[src/rtl/qsc_pkg.sv]
// Shared constants, operand tables and pipeline enable type for the quad shape classifier.
`default_nettype none

package qsc_pkg;

    localparam int COORD_BITS_DEF = 16;
    localparam int NUM_CORNERS    = 4;

    // Coordinate differences formed in the diff stage: corner HI minus corner LO.
    localparam int NUM_DIFF = 8;
    localparam int DI_E0    = 0;   // corner 1 - corner 0
    localparam int DI_E1    = 1;   // corner 2 - corner 1
    localparam int DI_E2    = 2;   // corner 3 - corner 2
    localparam int DI_E3    = 3;   // corner 0 - corner 3
    localparam int DI_L     = 4;   // corner 2 - corner 0
    localparam int DI_Q3    = 5;   // corner 3 - corner 0
    localparam int DI_M     = 6;   // corner 0 - corner 2
    localparam int DI_N     = 7;   // corner 1 - corner 3

    localparam int DIFF_HI [NUM_DIFF] = '{1, 2, 3, 0, 2, 3, 0, 1};
    localparam int DIFF_LO [NUM_DIFF] = '{0, 1, 2, 3, 0, 0, 2, 3};

    // Cross products a.x*b.y - a.y*b.x.
    localparam int NUM_CROSS = 12;
    localparam int CI_T0  = 0;    // turn at corner 1
    localparam int CI_T1  = 1;    // turn at corner 2
    localparam int CI_T2  = 2;    // turn at corner 3
    localparam int CI_T3  = 3;    // turn at corner 0
    localparam int CI_S1  = 4;    // side of corner 1 against line 0-2
    localparam int CI_S3  = 5;    // side of corner 3 against line 0-2
    localparam int CI_D1  = 6;    // denominator, edges 0-1 and 2-3
    localparam int CI_N11 = 7;
    localparam int CI_N12 = 8;
    localparam int CI_D2  = 9;    // denominator, edges 1-2 and 3-0
    localparam int CI_N21 = 10;
    localparam int CI_N22 = 11;

    localparam int CROSS_A [NUM_CROSS] = '{
        DI_E0, DI_E1, DI_E2, DI_E3, DI_L, DI_L,
        DI_E0, DI_E0, DI_E2, DI_E1, DI_E1, DI_E3
    };
    localparam int CROSS_B [NUM_CROSS] = '{
        DI_E1, DI_E2, DI_E3, DI_E0, DI_E0, DI_Q3,
        DI_E2, DI_M, DI_M, DI_E3, DI_N, DI_N
    };

    typedef struct packed {
        logic diff;
        logic mul;
        logic sub;
        logic res;
    } t_pipe_en;

endpackage

`default_nettype wire

[src/rtl/qsc_cross.sv]
// Two-stage signed cross product: registered partial products, then registered difference.
`default_nettype none

module qsc_cross #(
    parameter int COORD_BITS = qsc_pkg::COORD_BITS_DEF
) (
    input  wire                            i_clk,
    input  qsc_pkg::t_pipe_en              i_en,
    input  wire  signed [COORD_BITS:0]     i_ax,
    input  wire  signed [COORD_BITS:0]     i_ay,
    input  wire  signed [COORD_BITS:0]     i_bx,
    input  wire  signed [COORD_BITS:0]     i_by,
    output logic signed [2*COORD_BITS+2:0] o_cross
);
    import qsc_pkg::*;

    localparam int DW = COORD_BITS + 1;
    localparam int PW = 2 * DW;
    localparam int CW = PW + 1;

    logic signed [PW-1:0] r_p_ab;
    logic signed [PW-1:0] r_p_ba;
    logic signed [PW-1:0] n_p_ab;
    logic signed [PW-1:0] n_p_ba;
    logic signed [CW-1:0] r_cross;
    logic signed [CW-1:0] n_cross;

    always_comb begin
        n_p_ab  = PW'(i_ax) * PW'(i_by);
        n_p_ba  = PW'(i_ay) * PW'(i_bx);
        n_cross = CW'(r_p_ab) - CW'(r_p_ba);
    end

    always_ff @(posedge i_clk) begin
        if (i_en.mul) begin
            r_p_ab <= n_p_ab;
            r_p_ba <= n_p_ba;
        end
        if (i_en.sub) begin
            r_cross <= n_cross;
        end
    end

    assign o_cross = r_cross;

endmodule

`default_nettype wire

[config.mk]
export PLATFORM = sky130hd
export DESIGN_NAME = qsc_cross
export DESIGN_NICKNAME = d
export VERILOG_FILES = /design/src/rtl/qsc_pkg.sv /design/src/rtl/qsc_cross.sv
export SDC_FILE = /design/constraint.sdc
export NUM_CORES = 2
export LEC_CHECK = 0
export BUFFER_PORTS_ARGS = -buffer_cell sky130_fd_sc_hd__buf_2
export CAP_MARGIN = 20
export CORE_MARGIN = 3
export CORE_UTILIZATION = 35
export DETAILED_ROUTE_END_ITERATION = 10
export GPL_TIMING_DRIVEN = 0
export MAX_ROUTING_LAYER = met4
export SLEW_MARGIN = 25
export SYNTH_ARGS = -nofsm -noshare
export SYNTH_HDL_FRONTEND = slang
export SYNTH_SLANG_ARGS = --single-unit
[constraint.sdc]
create_clock -name i_clk -period 9.3 [get_ports i_clk]
set_input_delay 0.93 -clock i_clk [delete_from_list [all_inputs] [get_ports i_clk]]
set_output_delay 0.93 -clock i_clk [all_outputs]
set_load 0.005 [all_outputs]
Word level (Yosys, flattened, before mapping)

Index checks and enable logic that the tools add are counted.

Register bits after elaboration: 103
Latch bits: 0
Bits in writable memories: 0
Memory bits (read-only): 0
Bits of input ports: 73
Memories kept: 0

Add/subtract/negate cells: 1
Multipliers: 2
Divide/modulo/power cells: 0
Order comparisons: 0
Equality and inequality tests: 0
Shift-type cells: 0
Muxes and demuxes: 0
Bitwise operators: 0
Reduce and logical (&&, ||, !) cells: 0

Operators with widths:

| operator       | count |
|---|---|
| $mul 17x17->34 | 2 |
| $sub 34x34->35 | 1 |

Depth between registers and ports, before layout

Depth after elaboration: 1
Mapped depth: 25

Worst setup path before layout

OpenSTA, ideal clock, no wires.

Kind: input-to-reg
From: input port i_bx[8]
To: register r_p_ba[26], data pin
Library setup time: 260 ps
Arrival time: 6668 ps
Slack: 2372 ps
Stages: 21
Cell sequence: clkbuf_1 clkbuf_1 nand2_1 fa_1 inv_1 fa_1 fa_1 fa_1 fa_1 inv_1 fa_1 inv_1 ha_1 clkbuf_1 a211o_1 o21a_1 o41a_1 or4_1 a31o_1 a21oi_2 xnor2_1

Word-level cells in the longest chain between the ends: 1

Ends and longest elaborated chain:

| item                   | RTL line        | text |
|---|---|---|
| start: declaration     | qsc_cross.sv:11 | `input wire signed [COORD_BITS:0] i_bx,` |
| $mul 17x17->34         | qsc_cross.sv:30 | `n_p_ba = PW'(i_ay) * PW'(i_bx);` |
| net n_p_ba[26]         | qsc_cross.sv:24 | `logic signed [PW-1:0] n_p_ba;` |
| end signal: assignment | qsc_cross.sv:37 | `r_p_ba <= n_p_ba;` |
| end: declaration       | qsc_cross.sv:22 | `logic signed [PW-1:0] r_p_ba;` |

The timed path passes the listed nets, and every way through them passes these cells.
A chain may end at the register's enable or synchronous reset.

Worst setup path in the final report

From: input port i_bx[8]
To: register r_p_ba[32], data pin

The elaborated chain is that of the path after synthesis.

==> reports/results.ini <==
[yosys]
seq_area_frac_synth_pct=11.7
syn_avg_cell_area_sq_um=9.74
netlist.area_leader.share_pct=44.9
ys.warnings.count=0
synthFlopType=edfxtp_1
synthTopCellsByArea=fa_1 (45%), edfxtp_1 (12%), ha_1 (9.6%)
synth_area_sq_um=26500
synth_fp_nets=3586
synth_edf_count=103
async_reset_ff_share_pct=0
ys_ff_latch=103
synthCells=2716
yosysTopAreaCell=fa_1
synthDistinctLibCells=59

[route]
first_pass_iters=7
dr_wl_met3_um=3030
wl_per_cell_um=16.6
wirelength_um=63100
m1WireLength_um=27300
dr_wl_met2_um=31500
vias=18200
top_layer=met4
drc=0
ant_nets=0
drt_iter0_markers=922
viasPerCell=4.79

[clocking]
path_clk_slew_ps=70
cts-resized-gates=0
ctsRootBufferMaster=clkbuf_16
clk_latency_ps=360
clockBufferDepth=2
h-tree-depth=3
cts_hold_buffers=0
numCtsBuffers=9
cts_tree=done
clock-sinks=103
post-cts-setup-buffers=0

[global_routing]
grt_pass1_wl_um=103000
grt_usage_pct=17.3
grt_pass1_vias=19400
antenna_found_initial=4
grt_overflow_total=0
grt_max_degree=38

[outcome]
outcome=complete, no violations

[layout]
syn_to_final_growth_pct=7.54
drive_above_1_share_pct=4.24
nets=3697
final_common_cell=inv_1
mostFrequentLayoutCells=inv_1 (668), fa_1 (593), and2_1 (296)
fin_cells=3801
fin_util_pct=38.1

[sta]
timing.fmax_ghz=0.131
finalMaxSlewViolations=0
tightestPinTransition_ps=888
setup-violations-final=0
fin_crit_ps=7650
relSlewSlack_pct=40.8
tns_ps=0
fin_worst_skew_ps=9.10
fin_crit_sh_pct=82.2
rsz0062_at_grt=no
hold_viol=0

[worst_setup_path]
reg2reg_from=r_p_ab[0]
r2r_slack_ps=6080
crit_fanout=10
cp_data_arrival_time_ps=7750
critPathKind=in -> reg
end_kind=flop
r2r_cells=12
crit_required_ps=9400
regToRegEndpoint=o_cross[34]
start_kind=input port

[min_path]
holdCritPathClass=reg -> reg
whs_path_depth=2
hold-path-endpoint=o_cross[0]
hold_start=r_p_ba[0]

[die]
start_util_pct=35.4
fp.dieH_um=281
die_w_um=281
core_sq_um=74700
ios=108
row_count=100
die-area_sq_um=78900

[place]
hpwlAfterDp_um=54300
dp.cells=3785
io_buffers=99
gp_congestion=0.903

[flow_run]
max_cap_viol_count=0

logic make-up after synthesis:
| kind of cell | count (synthesis) | share of synthesized area [%] |
|---|---|---|
| fa+ha+maj | 797 | 54.5 |
| xor+xnor | 101 | 3.34 |
| flops | 103 | 11.7 |
| simple gates | 727 | 13.8 |
| compound gates | 243 | 6.06 |
| buf+inv | 745 | 10.6 |
metrics by stage:
stage          hold slack [ps]  area [sq um]  worst slack (ps)
4_1_cts                    731         28400              1730
3_3_place_gp               696         28200              1390
3_5_place_dp               722         28200              1360
5_1_grt                    763         28500              1280
2_1_floorplan              607         26500              2370
6_report                   731         28500              1650
state kept, by name (all words and copies together), names as in the netlist:
register	cells
o_cross	35
r_p_ab	34
r_p_ba	34
worst max-delay path by stage:
stage	from	cells past startpoint	endpoint
after floorplan	i_bx[8]	21	r_p_ba[26]
after global placement	i_bx[8]	25	r_p_ba[32]
after detailed placement	i_bx[8]	25	r_p_ba[32]
after CTS	i_bx[8]	25	r_p_ba[32]
after global routing	i_bx[8]	25	r_p_ba[32]
final	i_bx[8]	25	r_p_ba[32]
per-layer routing:
metal	vias to the layer above	track usage, %
li1	8370	-
met1	9408	22.4
met2	370	29.2
met3	73	2.52
met4	0	3.22
met5	-	-
worst max-delay path, stage by stage:
cell      delay, ps
clkbuf_1        490
clkbuf_1        540
nand2_1         180
fa_1            570
inv_1            50
fa_1            370
inv_1            70
fa_1            400
inv_1           110
fa_1            450
fa_1            500
inv_1            50
fa_1            470
inv_1            40
ha_1            260
clkbuf_1        260
nand4_1         200
nor2_1          180
nand4_1         150
a211oi_1        590
o41a_1          350
o41a_1          200
a21o_1          130
a21oi_1          70
xnor2_1         140
layout make-up:
type	instances	area, sq um
Buffer	77	289
Timing Repair Buffer	100	518
Sequential cell	103	3090
Inverter	668	2510
Tap cell	969	1210
Clock buffer	9	225
Antenna cell	1	2.50
Clock inverter	6	36.3
Fill cell	7492	46200
Multi-Input combinational cell	1868	20600
cell usage after synthesis (2+ instances only):
| cell | count |
|---|---|
| and3_1 | 8 |
| nand3_1 | 11 |
| o21ai_2 | 2 |
| ha_1 | 204 |
| nor2_1 | 70 |
| edfxtp_1 | 103 |
| and4_1 | 5 |
| a21boi_0 | 4 |
| clkbuf_1 | 75 |
| a21o_1 | 35 |
| xnor2_1 | 80 |
| and2_1 | 296 |
| a2111oi_0 | 8 |
| a21oi_1 | 73 |
| o31a_1 | 2 |
| o211ai_1 | 4 |
| o21a_1 | 13 |
| nand4_1 | 6 |
| nand4b_1 | 2 |
| buf_1 | 2 |
| nor2b_1 | 11 |
| o21bai_1 | 10 |
| o21ai_0 | 41 |
| o31ai_1 | 4 |
| a211oi_1 | 11 |
| o41a_1 | 4 |
| xor2_1 | 21 |
| a211o_1 | 2 |
| nor3_1 | 12 |
| nand2_1 | 284 |
| a31oi_1 | 4 |
| fa_1 | 593 |
| inv_1 | 668 |
| a31o_1 | 3 |
| or3_1 | 4 |
| o21ai_1 | 6 |
| o22ai_1 | 2 |
| nand2b_1 | 12 |
Power is left out: the tool's default activity adds up to more than one toggle a clock period on the data nets, which glitch-free logic cannot reach.
