**src/rtl/qsc_pkg.sv**
```systemverilog
// Shared constants, operand tables and pipeline enable type for the quad shape classifier.
`default_nettype none

package qsc_pkg;

    localparam int COORD_BITS_DEF = 16;
    localparam int NUM_CORNERS    = 4;

    // Coordinate differences formed in the diff stage: corner HI minus corner LO.
    localparam int NUM_DIFF = 8;
    localparam int DI_E0    = 0;   // corner 1 - corner 0
    localparam int DI_E1    = 1;   // corner 2 - corner 1
    localparam int DI_E2    = 2;   // corner 3 - corner 2
    localparam int DI_E3    = 3;   // corner 0 - corner 3
    localparam int DI_L     = 4;   // corner 2 - corner 0
    localparam int DI_Q3    = 5;   // corner 3 - corner 0
    localparam int DI_M     = 6;   // corner 0 - corner 2
    localparam int DI_N     = 7;   // corner 1 - corner 3

    localparam int DIFF_HI [NUM_DIFF] = '{1, 2, 3, 0, 2, 3, 0, 1};
    localparam int DIFF_LO [NUM_DIFF] = '{0, 1, 2, 3, 0, 0, 2, 3};

    // Cross products a.x*b.y - a.y*b.x.
    localparam int NUM_CROSS = 12;
    localparam int CI_T0  = 0;    // turn at corner 1
    localparam int CI_T1  = 1;    // turn at corner 2
    localparam int CI_T2  = 2;    // turn at corner 3
    localparam int CI_T3  = 3;    // turn at corner 0
    localparam int CI_S1  = 4;    // side of corner 1 against line 0-2
    localparam int CI_S3  = 5;    // side of corner 3 against line 0-2
    localparam int CI_D1  = 6;    // denominator, edges 0-1 and 2-3
    localparam int CI_N11 = 7;
    localparam int CI_N12 = 8;
    localparam int CI_D2  = 9;    // denominator, edges 1-2 and 3-0
    localparam int CI_N21 = 10;
    localparam int CI_N22 = 11;

    localparam int CROSS_A [NUM_CROSS] = '{
        DI_E0, DI_E1, DI_E2, DI_E3, DI_L, DI_L,
        DI_E0, DI_E0, DI_E2, DI_E1, DI_E1, DI_E3
    };
    localparam int CROSS_B [NUM_CROSS] = '{
        DI_E1, DI_E2, DI_E3, DI_E0, DI_E0, DI_Q3,
        DI_E2, DI_M, DI_M, DI_E3, DI_N, DI_N
    };

    typedef struct packed {
        logic diff;
        logic mul;
        logic sub;
        logic res;
    } t_pipe_en;

endpackage

`default_nettype wire

```
**src/rtl/qsc_flags.sv**
```systemverilog
// Sign and range tests on the cross products, producing the registered result flags.
`default_nettype none

module qsc_flags #(
    parameter int COORD_BITS = qsc_pkg::COORD_BITS_DEF
) (
    input  wire                            i_clk,
    input  qsc_pkg::t_pipe_en              i_en,
    input  wire  signed [2*COORD_BITS+2:0] i_cross [qsc_pkg::NUM_CROSS],
    input  wire                            i_degenerate,
    output logic                           o_degenerate,
    output logic                           o_simple,
    output logic                           o_convex,
    output logic                           o_split_diag
);
    import qsc_pkg::*;

    localparam int CW = 2 * COORD_BITS + 3;

    logic r_degenerate;
    logic r_simple;
    logic r_convex;
    logic r_split_diag;
    logic n_simple;
    logic n_convex;
    logic n_split_diag;
    logic cross_a;
    logic cross_b;

    function automatic logic f_pos(input logic signed [CW-1:0] v);
        return !v[CW-1] && (v != '0);
    endfunction

    function automatic logic f_opposite(input logic signed [CW-1:0] a,
                                        input logic signed [CW-1:0] b);
        return (f_pos(a) && b[CW-1]) || (a[CW-1] && f_pos(b));
    endfunction

    // n/d within [0,1] for nonzero d, without forming the quotient
    function automatic logic f_in_unit(input logic signed [CW-1:0] n,
                                       input logic signed [CW-1:0] d);
        logic res;
        if (d[CW-1]) begin
            res = (n[CW-1] || (n == '0)) && (n >= d);
        end else begin
            res = !n[CW-1] && (n <= d);
        end
        return res;
    endfunction

    always_comb begin
        cross_a = (i_cross[CI_D1] != '0)
                  && f_in_unit(i_cross[CI_N11], i_cross[CI_D1])
                  && f_in_unit(i_cross[CI_N12], i_cross[CI_D1]);
        cross_b = (i_cross[CI_D2] != '0)
                  && f_in_unit(i_cross[CI_N21], i_cross[CI_D2])
                  && f_in_unit(i_cross[CI_N22], i_cross[CI_D2]);
        n_simple = !cross_a && !cross_b;
        n_convex = !f_opposite(i_cross[CI_T0], i_cross[CI_T1])
                   && !f_opposite(i_cross[CI_T1], i_cross[CI_T2])
                   && !f_opposite(i_cross[CI_T2], i_cross[CI_T3]);
        n_split_diag = (f_pos(i_cross[CI_S1]) && f_pos(i_cross[CI_S3]))
                       || (i_cross[CI_S1][CW-1] && i_cross[CI_S3][CW-1]);
    end

    always_ff @(posedge i_clk) begin
        if (i_en.res) begin
            r_degenerate <= i_degenerate;
            r_simple     <= n_simple;
            r_convex     <= n_convex;
            r_split_diag <= n_split_diag;
        end
    end

    assign o_degenerate = r_degenerate;
    assign o_simple     = r_simple;
    assign o_convex     = r_convex;
    assign o_split_diag = r_split_diag;

endmodule

`default_nettype wire

```
**config.mk**
```make
export PLATFORM = sky130hd
export DESIGN_NAME = qsc_flags
export DESIGN_NICKNAME = d
export VERILOG_FILES = /design/src/rtl/qsc_pkg.sv /design/src/rtl/qsc_flags.sv
export SDC_FILE = /design/constraint.sdc
export NUM_CORES = 1
export LEC_CHECK = 0
export ABC_AREA = 1
export BUFFER_PORTS_ARGS = -buffer_cell sky130_fd_sc_hd__buf_2
export CAP_MARGIN = 20
export CORE_AREA = 2 2 166 168
export CTS_BUF_LIST = sky130_fd_sc_hd__clkbuf_2 sky130_fd_sc_hd__clkbuf_4 sky130_fd_sc_hd__clkbuf_8
export DETAILED_ROUTE_END_ITERATION = 8
export DIE_AREA = 0 0 168 170
export GPL_TIMING_DRIVEN = 0
export PLACE_DENSITY = 0.46
export SETUP_SLACK_MARGIN = 0.5
export SLEW_MARGIN = 20
export SYNTH_ARGS = -nofsm -noshare
export SYNTH_HDL_FRONTEND = slang
export SYNTH_SLANG_ARGS = --single-unit
```
**constraint.sdc**
```tcl
create_clock -name i_clk -period 3.93 [get_ports i_clk]
set_input_delay 0.5895 -clock i_clk [delete_from_list [all_inputs] [get_ports i_clk]]
set_output_delay 0.5895 -clock i_clk [all_outputs]
set_load 0.05 [all_outputs]
```
After elaboration in Yosys (flattened, before gate mapping)
Index checks and enable logic that the tools add are counted.

word-level totals
  register bits after elaboration = 4
  bits of input ports = 426
  output and inout bits = 4
  word-level logic and storage cells = 80

operators by class
  order comparisons = 8
  mux-type cells = 4
  reductions and logical operators = 64

operators by type and width
  kind                number
  $reduce_bool 35->1  8
  $ge 35x35->1        4
  $le 35x35->1        4
  $logic_not 35->1    4
  $logic_and 1x1->1   29
  $logic_not 1->1     15
  $logic_or 1x1->1    8
  $mux 1              4

Depth between registers and ports, before layout
Gate-level depths: netlist (run 1).

  depth after elaboration = 8
  depth in mapped cells = 20

Worst setup path after synthesis (run 1)
Ideal clock, no wire load.

  kind = input to register
  start point = input port i_cross[209] (netlist name)
  end point = register r_simple (netlist: o_simple), data pin
  library setup time = 249 ps
  arrival = 1,954 ps
  setup slack = 1,727 ps
  stages = 17
  path buffers = 0
  cells stage by stage = inv_1 -> ha_1 -> nand2_1 -> nor2_2 -> nand2_2 -> nor2_4 -> nand3_2 -> nand2_1 -> nor2_1 -> nand2_1 -> nand2_1 -> nand3_1 -> nand3_1 -> nand2_1 -> nand3_1 -> nand2_1 -> inv_1

between the ends
  word-level cells in the longest chain between the ends = 7
  elaborated cells between the ends (all ways) = 15

RTL lines
  what                                                 RTL line                          RTL
  from (decl)                                          qsc_flags.sv:9                    input wire signed [2*COORD_BITS+2:0] i_cross [qsc_pkg::NUM_CROSS],
  $le 35x35->1 / $ge 35x35->1 (equally long branches)  qsc_flags.sv:46, qsc_flags.sv:44
  $logic_and 1x1->1 (on tied branches)                 qsc_flags.sv:46, qsc_flags.sv:44
  $mux 1                                               qsc_flags.sv:43                   if (d[CW-1]) begin
  $logic_and 1x1->1                                    qsc_flags.sv:53                   && f_in_unit(i_cross[CI_N11], i_cross[CI_D1])
  $logic_and 1x1->1 *                                  qsc_flags.sv:54                   && f_in_unit(i_cross[CI_N12], i_cross[CI_D1]);
  $logic_not 1->1 *                                    qsc_flags.sv:58                   n_simple = !cross_a && !cross_b;
  $logic_and 1x1->1 *                                  qsc_flags.sv:58
  net n_simple                                         qsc_flags.sv:24                   logic n_simple;
  to (signal assigned)                                 qsc_flags.sv:69                   r_simple <= n_simple;
  to (decl)                                            qsc_flags.sv:21                   logic r_simple;

The timed path passes the listed nets; every way through them passes the cells marked *.
A chain may end at the register's enable or synchronous reset.

Worst setup path after layout (run 1)
  start point = input port i_cross[104] (netlist name)
  end point = register r_simple (netlist: o_simple), data pin

between the ends
  word-level cells in the longest chain between the ends = 7
  elaborated cells between the ends (all ways) = 15

RTL lines
  what                                                 RTL line                          RTL
  $le 35x35->1 / $ge 35x35->1 (equally long branches)  qsc_flags.sv:46, qsc_flags.sv:44
  $logic_and 1x1->1 (on tied branches)                 qsc_flags.sv:46, qsc_flags.sv:44
  $mux 1                                               qsc_flags.sv:43
  $logic_and 1x1->1                                    qsc_flags.sv:56                   && f_in_unit(i_cross[CI_N21], i_cross[CI_D2])
  $logic_and 1x1->1 *                                  qsc_flags.sv:57                   && f_in_unit(i_cross[CI_N22], i_cross[CI_D2]);
  $logic_not 1->1 *                                    qsc_flags.sv:58
  $logic_and 1x1->1 *                                  qsc_flags.sv:58
  net n_simple                                         qsc_flags.sv:24

Marked as above.

==> results of run 1 <==
[critical path: stages]
cell	delay, ns
buf_2	0.12
inv_1	0.07
ha_1	0.38
nand2_1	0.12
nor2_2	0.14
nand2_2	0.09
nor2_4	0.16
nand3_1	0.15
nand2_1	0.09
nor2_1	0.07
nand2_1	0.09
nand2_1	0.05
nand3_1	0.07
nand3_1	0.08
nand2_1	0.06
nand3_1	0.11
nand2_1	0.11
inv_1	0.06
[flip-flops by register name, indices dropped and copies added, names as in the netlist]
register	count
o_convex	1
o_split_diag	1
o_degenerate	1
o_simple	1
[area by class of cell]
cell class	count	share of cell area (%)
timing repair buffer	426	28.24
inverter	131	6.513
clock buffer	3	0.5469
sequential	4	1.591
multi-input combinational	681	57.46
tap	341	5.651
[kinds of logic after synthesis]
family / Yosys count / share of synthesized area [%]
AOI/OAI and AO/OA: 83 / 9.302
adders and majority gates: 140 / 35.39
buffers and inverters: 131 / 9.934
DFF: 4 / 2.427
and+or+nand+nor: 458 / 42.95
[power by group]
part / switching (mW) / leakage (nW) / total, mW / internal (mW)
Combinational: 0.382 / 4.36 / 0.700 / 0.318
Clock: 0.0193 / 0.0216 / 0.0844 / 0.0651
Sequential: 0.000661 / 0.0389 / 0.0524 / 0.0518
[synth_stat cells, types with 2 or more instances]
library cell / count
a21o_1: 7
a21oi_1: 56
and3_1: 6
edfxtp_1: 4
ha_1: 140
inv_1: 131
nand2_1: 198
nand2_2: 2
nand3_1: 37
nand4_1: 33
nor2_1: 82
nor2_2: 3
nor2_4: 2
nor3_1: 7
nor4_1: 84
o21a_1: 2
o21ai_0: 10
o31ai_1: 2
o41ai_1: 2
[stage by stage]
stage               hold slack (ns)  instances  util (%)
floorplan                    0.6884        816         -
global placement             0.7678       1583     28.17
detailed placement           0.7679       1583     28.17
CTS                          0.5487       1586     28.33
global route                 0.5477       1586     28.33
finish                       0.5510       1586     28.33
[routing by layer]
layer	vias up	wire, µm
met5	-	13
met4	2	313
met3	14	1567
met2	264	12800
met1	3134	11310
li1	3711	-
[how the worst max path moves through the flow]
stage | from | endpoint | slack, ns | cells after the start
final | i_cross[104] | o_simple$_DFFE_PP_ | 1.29 | 18
after global routing | i_cross[104] | o_simple$_DFFE_PP_ | 1.06 | 18
after CTS | i_cross[104] | o_simple$_DFFE_PP_ | 1.19 | 18
after detailed placement | i_cross[104] | o_simple$_DFFE_PP_ | 0.97 | 18
after global placement | i_cross[104] | o_simple$_DFFE_PP_ | 0.98 | 18
after floorplan | i_cross[209] | o_simple$_DFFE_PP_ | 1.73 | 17
==> flow_summary_export.csv, run 1 <==
group,metric,value,unit
clock_network,htreeDepth,1,
sta,finalCriticalPeriod,2.644,ns
synthesis,ys_ff_latch,4,
worst_hold_path,min_from,"i_degenerate",
drt,drt_pre_antenna_iters,4,
synthesis,netlist-cell-type-count,27,
cells_and_area,nFillCells,3050,
drt,ant_nets,0,
synthesis,avgSynthCellArea,6.066,µm²
floorplan,start_util,18.57,%
drt,post_drt_wl_per_cell,16.40,µm
synthesis,synth_edf_count,4,
global_route,grtUsageMet2,30.51,%
synthesis,ys_async_sr_fraction,0,%
global_route,met3_usage,2.372,%
synthesis,synthCells,816,
clock_network,cts_sinks,4,
status,status,"completed",
power,p_leak,4.423,nW
sta,period_share,67.27,%
drt,viasPerCell,4.492,
worst_hold_path,hold_class,"primary input to register",
cells_and_area,num_antenna_cells,0,
sta,slew_headroom,36.27,%
synthesis,yosys.area.top_type,"ha_1",
sta,setup_slack,1.286,ns
placement,post_dp_cell_area,7508,µm²
sta,finalHoldViolCount,0,
worst_hold_path,whs_path_depth,1,
cells_and_area,layout_commonest_cell,"buf_2",
floorplan,rows,60,
power,peakVddDrop,46.56,µV
clock_network,cts_resized,0,
synthesis,ys_seq_area_share,2.427,%
job,maxCapViolations,0,
cells_and_area,drive_gt1_share,35.26,%
clock_network,path_clk_slew,0.03,ns
sta,fmax,378.3,MHz
sta,finalSetupTns,0,ns
placement,gp_congestion,0.8765,
sta,rsz0062_at_grt,"no",
clock_network,hold_buffers,0,
drt,drc,0,
cells_and_area,seq_area,120.1,µm²
global_route,grt.total_usage,16.75,%
global_route,grt_pass1_wl,37.32,mm
cells_and_area,design.final.nets,1813,
worst_hold_path,worstHoldEndpoint,"o_degenerate$_DFFE_PP_",
sta,maxSlewViolCount,0,
synthesis,yosysWarnings,0,
synthesis,synth_ff_type,"edfxtp_1",
global_route,grt.met1_usage,21.38,%
floorplan,die-area,28560,µm²
global_route,grt_max_degree,7,
global_route,overflow,0,
critical_path,cp_max_fo,5,
sta,worst_slew_pin_slew,0.9471,ns
synthesis,synth_fp_nets,1382,
critical_path,end_kind,"register",
critical_path,path_class,"primary input to register",
clock_network,postCtsSetupBuffers,0,
power,p_per_area,110.8,nW/µm²
global_route,antenna_found_initial,2,
synthesis,synth_area,4950,µm²
cells_and_area,final_cell_mix,"buf_2 (426), nand2_1 (198), ha_1 (140), inv_1 (131), nor4_1 (84)",
drt,drt_iter0_markers,287,
cells_and_area,multi_input_area,4338,µm²
critical_path,cp-start-kind,"primary input",
power,total_power,0.8369,mW
clock_network,tritoncts,"yes",
floorplan,fp.coreArea,26650,µm²
sta,setup_viol,0,
clock_network,root_buffer,"clkbuf_8",
synthesis,post_synth_main_area_contributors,"ha_1 (35%), nand2_1 (15%), nor4_1 (11%), inv_1 (9.9%), nor2_1 (6.2%)",
clock_network,numCtsBuffers,3,
floorplan,pin_count,430,
drt,drt_wl_total,26.01,mm
global_route,grt.busiest_layer,"met2",
global_route,first_global_vias,6948,
placement,dp_worst_setup_slack,0.9689,ns
placement,port_buffers,426,
critical_path,worstPathArrival,2.61,ns
clock_network,cts_buffer_depth,2,
placement,dp_hpwl,24.68,mm
critical_path,crit_required,3.89,ns
synthesis,synth_top_area_share,35.39,%
drt,via_count,7125,
floorplan,die_h,170,µm
floorplan,die_w,168,µm
cells_and_area,stdcell_area,7550,µm²
cells_and_area,syn_to_final_growth,52.53,%
No activity file was read; power rests on OpenSTA's default activity.
==> run 2, diff against run 1 <==
- ABC_AREA: 1 -> 0
- CORE_AREA: 2 2 166 168 -> 2 2 167 169
- DIE_AREA: 0 0 168 170 -> 0 0 169 171
- PLACE_DENSITY: 0.46 -> 0.44
- clock period: 3.93 -> 2.6 ns (I/O delays scaled with it)
==> run 2 against run 1 <==
  * Count of clock-buffer cells in the layout did not move
  * Combinational power rose by 66%
  * Non-clock buffer count increased by 10
  * Area after synthesis shrank 8.4%
  * Flip-flop and latch count did not move
==> flow_summary_export.csv, run 2 <==
group,metric,value,unit
global_route,antenna_found_initial,1,
synthesis,synth_fp_nets,1183,
sta,finalHoldViolCount,0,
placement,dp_hpwl,22.61,mm
clock_network,tritoncts,"yes",
synthesis,yosys.area.top_type,"ha_1",
drt,via_count,6571,
floorplan,rows,61,
synthesis,netlist-cell-type-count,46,
sta,maxSlewViolCount,0,
synthesis,synth_edf_count,4,
sta,hold_ws,0.3449,ns
cells_and_area,design.final.nets,1624,
synthesis,synth_ff_type,"edfxtp_1",
sta,rsz0062_at_grt,"yes",
synthesis,synth-compound-area-share,18.36,%
sta,fmax,398.4,MHz
drt,post_drt_wl_per_cell,17.53,µm
critical_path,cp_top_family,"compound AO/OA/AOI/OAI gates",
power,p_per_area,175.3,nW/µm²
cells_and_area,nFillCells,3048,
cells_and_area,syn_to_final_growth,74.71,%
global_route,first_global_vias,6716,
placement,port_buffers,426,
critical_path,slowest_stage,"nor4bb_4",
status,status,"completed",
worst_hold_path,min_from,"i_degenerate",
critical_path,worst-path-stages,11,
synthesis,yosys.area_share.simple,32.74,%
critical_path,cp-start-kind,"primary input",
synthesis,ys_seq_area_share,2.650,%
critical_path,crit_required,2.67,ns
critical_path,path_cells,"buf_2 > inv_2 > ha_4 > nand4_1 > nor4bb_4 > o21ai_1 > a31oi_2 > a2111oi_4 > mux2i_2 > mux2_4 > a211oi_2",
critical_path,cp_max_fo,2,
synthesis,synth_top_area_share,38.65,%
drt,drt_iter0_markers,238,
global_route,grt_max_degree,6,
synthesis,yosysWarnings,0,
sta,period_share,96.54,%
drt,drc,0,
floorplan,die_w,169,µm
drt,viasPerCell,4.684,
synthesis,synthAdderAreaFrac,38.65,%
floorplan,start_util,16.59,%
sta,slew_headroom,50.00,%
synthesis,synthMuxAreaShare,0.7731,%
drt,ant_nets,0,
synthesis,ys_ff_latch,4,
synthesis,synthCells,617,
drt,drt_wl_total,24.60,mm
floorplan,pin_count,430,
clock_network,numCtsBuffers,3,
cells_and_area,stdcell_area,7918,µm²
critical_path,path_class,"primary input to register",
job,maxCapViolations,0,
floorplan,fp.coreArea,27320,µm²
cells_and_area,final_cell_mix,"buf_2 (418), ha_1 (108), nor4_1 (96), inv_1 (60), a21oi_1 (44)",
worst_hold_path,hold_class,"primary input to register",
power,peakVddDrop,70.13,µV
placement,gp_congestion,0.8832,
synthesis,synth_top_family_by_area,"adder cells",
critical_path,worstPathArrival,2.58,ns
cells_and_area,drive_gt1_share,50.09,%
clock_network,htreeDepth,1,
clock_network,cts_sinks,4,
synthesis,ys_async_sr_fraction,0,%
synthesis,post_synth_main_area_contributors,"ha_1 (39%), nor4_1 (14%), inv_1 (6.6%), a21oi_1 (5.5%), nand4_1 (4.6%)",
sta,finalCriticalPeriod,2.510,ns
clock_network,path_clk_slew,0.04,ns
clock_network,cts_buffer_depth,2,
placement,post_dp_cell_area,7332,µm²
critical_path,end_kind,"register",
power,total_power,1.388,mW
power,p_leak,3.930,nW
worst_hold_path,worstHoldEndpoint,"o_degenerate$_DFFE_PP_",
worst_hold_path,whs_path_depth,1,
floorplan,die_h,171,µm
cells_and_area,layout_commonest_cell,"buf_2",
global_route,grt.total_usage,16.32,%
synthesis,netlist_top_cells_count,"ha_1 (140), nor4_1 (101), inv_1 (80)",
sta,setup_viol,0,
synthesis,yosysMostFrequentCell,"ha_1",
global_route,overflow,0,
synthesis,avgSynthCellArea,7.345,µm²
drt,drt_pre_antenna_iters,5,
clock_network,root_buffer,"clkbuf_8",
synthesis,synth-xor-area-share,0.1933,%
critical_path,worstPathBufferInverterCount,2,
sta,worst_slew_pin_slew,0.7432,ns
global_route,grt_pass1_wl,36.71,mm
floorplan,die-area,28900,µm²
synthesis,synth_area,4532,µm²
critical_path,crit_path_max_incr_delay,0.34,ns
run 2: cell count changes in the layout (fill, tap and decap cells not counted), moves of 12 or more:
cell	previous run	this run
nand2_1	198	35
inv_1	131	60
nor2_1	82	24
ha_1	140	108
ha_4	0	31
nand3_1	37	20
buf_4	0	14
o21ai_0	10	24
a21oi_1	56	44
nor4_1	84	96
run 2: worst max path at each step:
stage,slack [ns],endpoint,startpoint
floorplan,0.15,o_simple$_DFFE_PP_,i_cross[189]
global placement,-0.62,o_simple$_DFFE_PP_,i_cross[209]
detailed placement,-0.61,o_simple$_DFFE_PP_,i_cross[209]
CTS,0.11,o_simple$_DFFE_PP_,i_cross[184]
global route,-0.03,o_simple$_DFFE_PP_,i_cross[104]
finish,0.09,o_simple$_DFFE_PP_,i_cross[191]
run 2: per-layer routing:
metal	wire (µm)	up-vias	global-route usage, %
li1	-	3360	-
met1	11010	2960	21.24
met2	11880	232	28.76
met3	1312	19	2.128
met4	391	0	3.493
met5	0	-	0
run 2: metrics by stage:
stage	worst slack, ns	instances	setup TNS, ns	utilization (%)
2_1_floorplan	0.1529	617	0	-
3_3_place_gp	-0.6168	1389	-0.6168	26.83
3_5_place_dp	-0.6066	1389	-0.6066	26.83
4_1_cts	0.1107	1399	0	28.51
5_1_grt	-0.03345	1402	-0.03345	28.97
6_report	0.09005	1403	0	28.98
run 2: kinds of logic (layout without fill, tap and decap cells):
kind of cell | Yosys count | in the layout
adder cells (fa/ha/maj) | 140 | 140
buffers and inverters | 80 | 519
multiplexers | 3 | 3
AND/OR/NAND/NOR | 258 | 258
XOR/XNOR | 1 | 1
flip-flops | 4 | 4
AO/OA/AOI/OAI | 131 | 131
other | 0 | 1
run 2: repair_timing:
item,4_1_cts,5_1_grt
resized for setup,63,17
hold buffers,0,0
pin swaps,26,11
setup endpoints to repair,1,2
buffers inserted,7,3
run 2: report_power, final:
| group | internal (mW) | switching, mW | total [mW] |
|---|---|---|---|
| clock | 0.100 | 0.0484 | 0.149 |
| sequential | 0.0784 | 0.00158 | 0.0799 |
| combinational | 0.560 | 0.599 | 1.16 |
run 2: final cells by class:
| type | count | area [µm²] | area share, % |
|---|---|---|---|
| Tap cell | 346 | 432.9 | 5.468 |
| Multi-Input combinational cell | 533 | 4728 | 59.72 |
| Timing Repair Buffer | 436 | 2242 | 28.32 |
| Sequential cell | 4 | 120.1 | 1.517 |
| Inverter | 80 | 350.3 | 4.425 |
| Clock buffer | 3 | 41.29 | 0.5215 |
| Antenna cell | 1 | 2.502 | 0.03161 |
==> run 3, diff against run 2 <==
- RECOVER_POWER: default -> 25
==> run 3 against run 2 <==
  * Worst setup slack unchanged
  * First-iteration DRC count stayed put
  * Utilization about the same
  * Via count unchanged
  * Fmax is the same
  * Final cell count stayed put
  * Global-route usage is the same
  * Non-clock buffer count unchanged
  * Sequential share of layout area hardly changed
  * Worst hold slack unchanged
  * Clock power is essentially flat
  * Critical endpoint unchanged
  * Critical path type unchanged
==> flow_summary_export.csv, run 3 (synthesized netlist as in run 2, its figures left out) <==
group,metric,value,unit
sta,fmax,398.4,MHz
sta,maxSlewViolCount,0,
cells_and_area,drive_gt1_share,50.00,%
power,peakVddDrop,70.10,µV
drt,viasPerCell,4.684,
critical_path,crit_path_end,"o_simple$_DFFE_PP_",
job,maxCapViolations,0,
global_route,overflow,0,
placement,dp_hpwl,22.61,mm
drt,ant_nets,0,
clock_network,cts_buffer_depth,2,
critical_path,end_kind,"register",
floorplan,start_util,16.59,%
drt,via_count,6571,
global_route,grt.total_usage,16.32,%
cells_and_area,final_cell_mix,"buf_2 (417), ha_1 (108), nor4_1 (96), inv_1 (60), a21oi_1 (44)",
critical_path,slowest_stage,"nor4bb_4",
clock_network,path_clk_slew,0.04,ns
placement,gp_congestion,0.8832,
critical_path,setup.worst_path.start,"i_cross[191]",
power,p_per_area,175.3,nW/µm²
global_route,antenna_found_initial,1,
worst_hold_path,whs_path_depth,1,
critical_path,worstPathArrival,2.58,ns
sta,finalCriticalPeriod,2.510,ns
floorplan,fp.coreArea,27320,µm²
cells_and_area,fin_cells,1403,
floorplan,die-area,28900,µm²
sta,setup_viol,0,
floorplan,die_w,169,µm
worst_hold_path,hold_class,"primary input to register",
global_route,grt_pass1_wl,36.71,mm
cells_and_area,design.final.nets,1624,
sta,period_share,96.54,%
clock_network,numCtsBuffers,3,
floorplan,rows,61,
critical_path,cp_max_fo,2,
drt,drt_wl_total,24.60,mm
sta,slew_headroom,50.00,%
clock_network,tritoncts,"yes",
power,p_leak,3.928,nW
sta,hold_ws,0.3449,ns
critical_path,crit_path_max_incr_delay,0.34,ns
sta,finalHoldViolCount,0,
global_route,first_global_vias,6716,
cells_and_area,syn_to_final_growth,74.68,%
floorplan,die_h,171,µm
critical_path,path_cells,"buf_2 > inv_2 > ha_4 > nand4_1 > nor4bb_4 > o21ai_1 > a31oi_2 > a2111oi_4 > mux2i_2 > mux2_4 > a211oi_2",
critical_path,crit_required,2.67,ns
sta,rsz0062_at_grt,"yes",
cells_and_area,final_core_util,28.97,%
power,total_power,1.388,mW
drt,drt_iter0_markers,238,
status,status,"completed",
drt,drt_pre_antenna_iters,5,
drt,drc,0,
sta,worst_slew_pin_slew,0.7432,ns
clock_network,hold_buffers,0,
placement,dp_cells,1389,
clock_network,root_buffer,"clkbuf_8",
clock_network,htreeDepth,1,
clock_network,cts_sinks,4,
placement,port_buffers,426,
drt,post_drt_wl_per_cell,17.53,µm
critical_path,path_class,"primary input to register",
floorplan,pin_count,430,
cells_and_area,layout_commonest_cell,"buf_2",
global_route,grt_max_degree,6,
critical_path,cp-start-kind,"primary input",
[run 3: where the power goes]
| part | leakage [nW] | internal [mW] | total (mW) | switching, mW |
|---|---|---|---|---|
| logic | 3.87 | 0.560 | 1.16 | 0.599 |
| clock network | 0.0216 | 0.100 | 0.149 | 0.0484 |
| registers | 0.0391 | 0.0784 | 0.0800 | 0.00158 |
| total | 3.93 | 0.738 | 1.39 | 0.649 |
[run 3: metal layers]
metal / track usage (%) / wire (µm)
met5: 0 / 0
met2: 28.76 / 11880
met4: 3.493 / 391
met3: 2.128 / 1312
met1: 21.24 / 11010
[run 3: cell type report]
cell class | instances | area (µm²)
Fill cell | 3047 | 19410
Inverter | 80 | 350.3
Antenna cell | 1 | 2.502
Tap cell | 346 | 432.9
Multi-Input combinational cell | 533 | 4728
Timing Repair Buffer | 436 | 2241
Clock buffer | 3 | 41.29
Sequential cell | 4 | 120.1
[run 3: through the flow]
step	setup TNS (ns)	worst slack [ns]	area, µm²
after floorplan	0	0.1529	4767
after global placement	-0.6168	-0.6168	7332
after detailed placement	-0.6066	-0.6066	7332
after CTS	0	0.1107	7790
after global routing	-0.03345	-0.03345	7914
final	0	0.09005	7916
[run 3: how the worst min path moves through the flow]
stage,from,end,slack (ns)
floorplan,i_degenerate,o_degenerate$_DFFE_PP_,0.49
global placement,i_degenerate,o_degenerate$_DFFE_PP_,0.57
detailed placement,i_degenerate,o_degenerate$_DFFE_PP_,0.57
CTS,i_degenerate,o_degenerate$_DFFE_PP_,0.33
global route,i_degenerate,o_degenerate$_DFFE_PP_,0.35
finish,i_degenerate,o_degenerate$_DFFE_PP_,0.34
[run 3: critical path: cells and delay by family]
kind                       cells  cell delay (ns)
adders and majority gates      1             0.27
and+or+nand+nor                2             0.55
AOI/OAI and AO/OA              4             0.66
buffers and inverters          2             0.17
muxes                          2             0.55
[run 3: timing repair]
item                       CTS  global route
resized for setup           63            17
setup buffers                7             3
setup endpoints to repair    1             2
pin swaps                   26            11
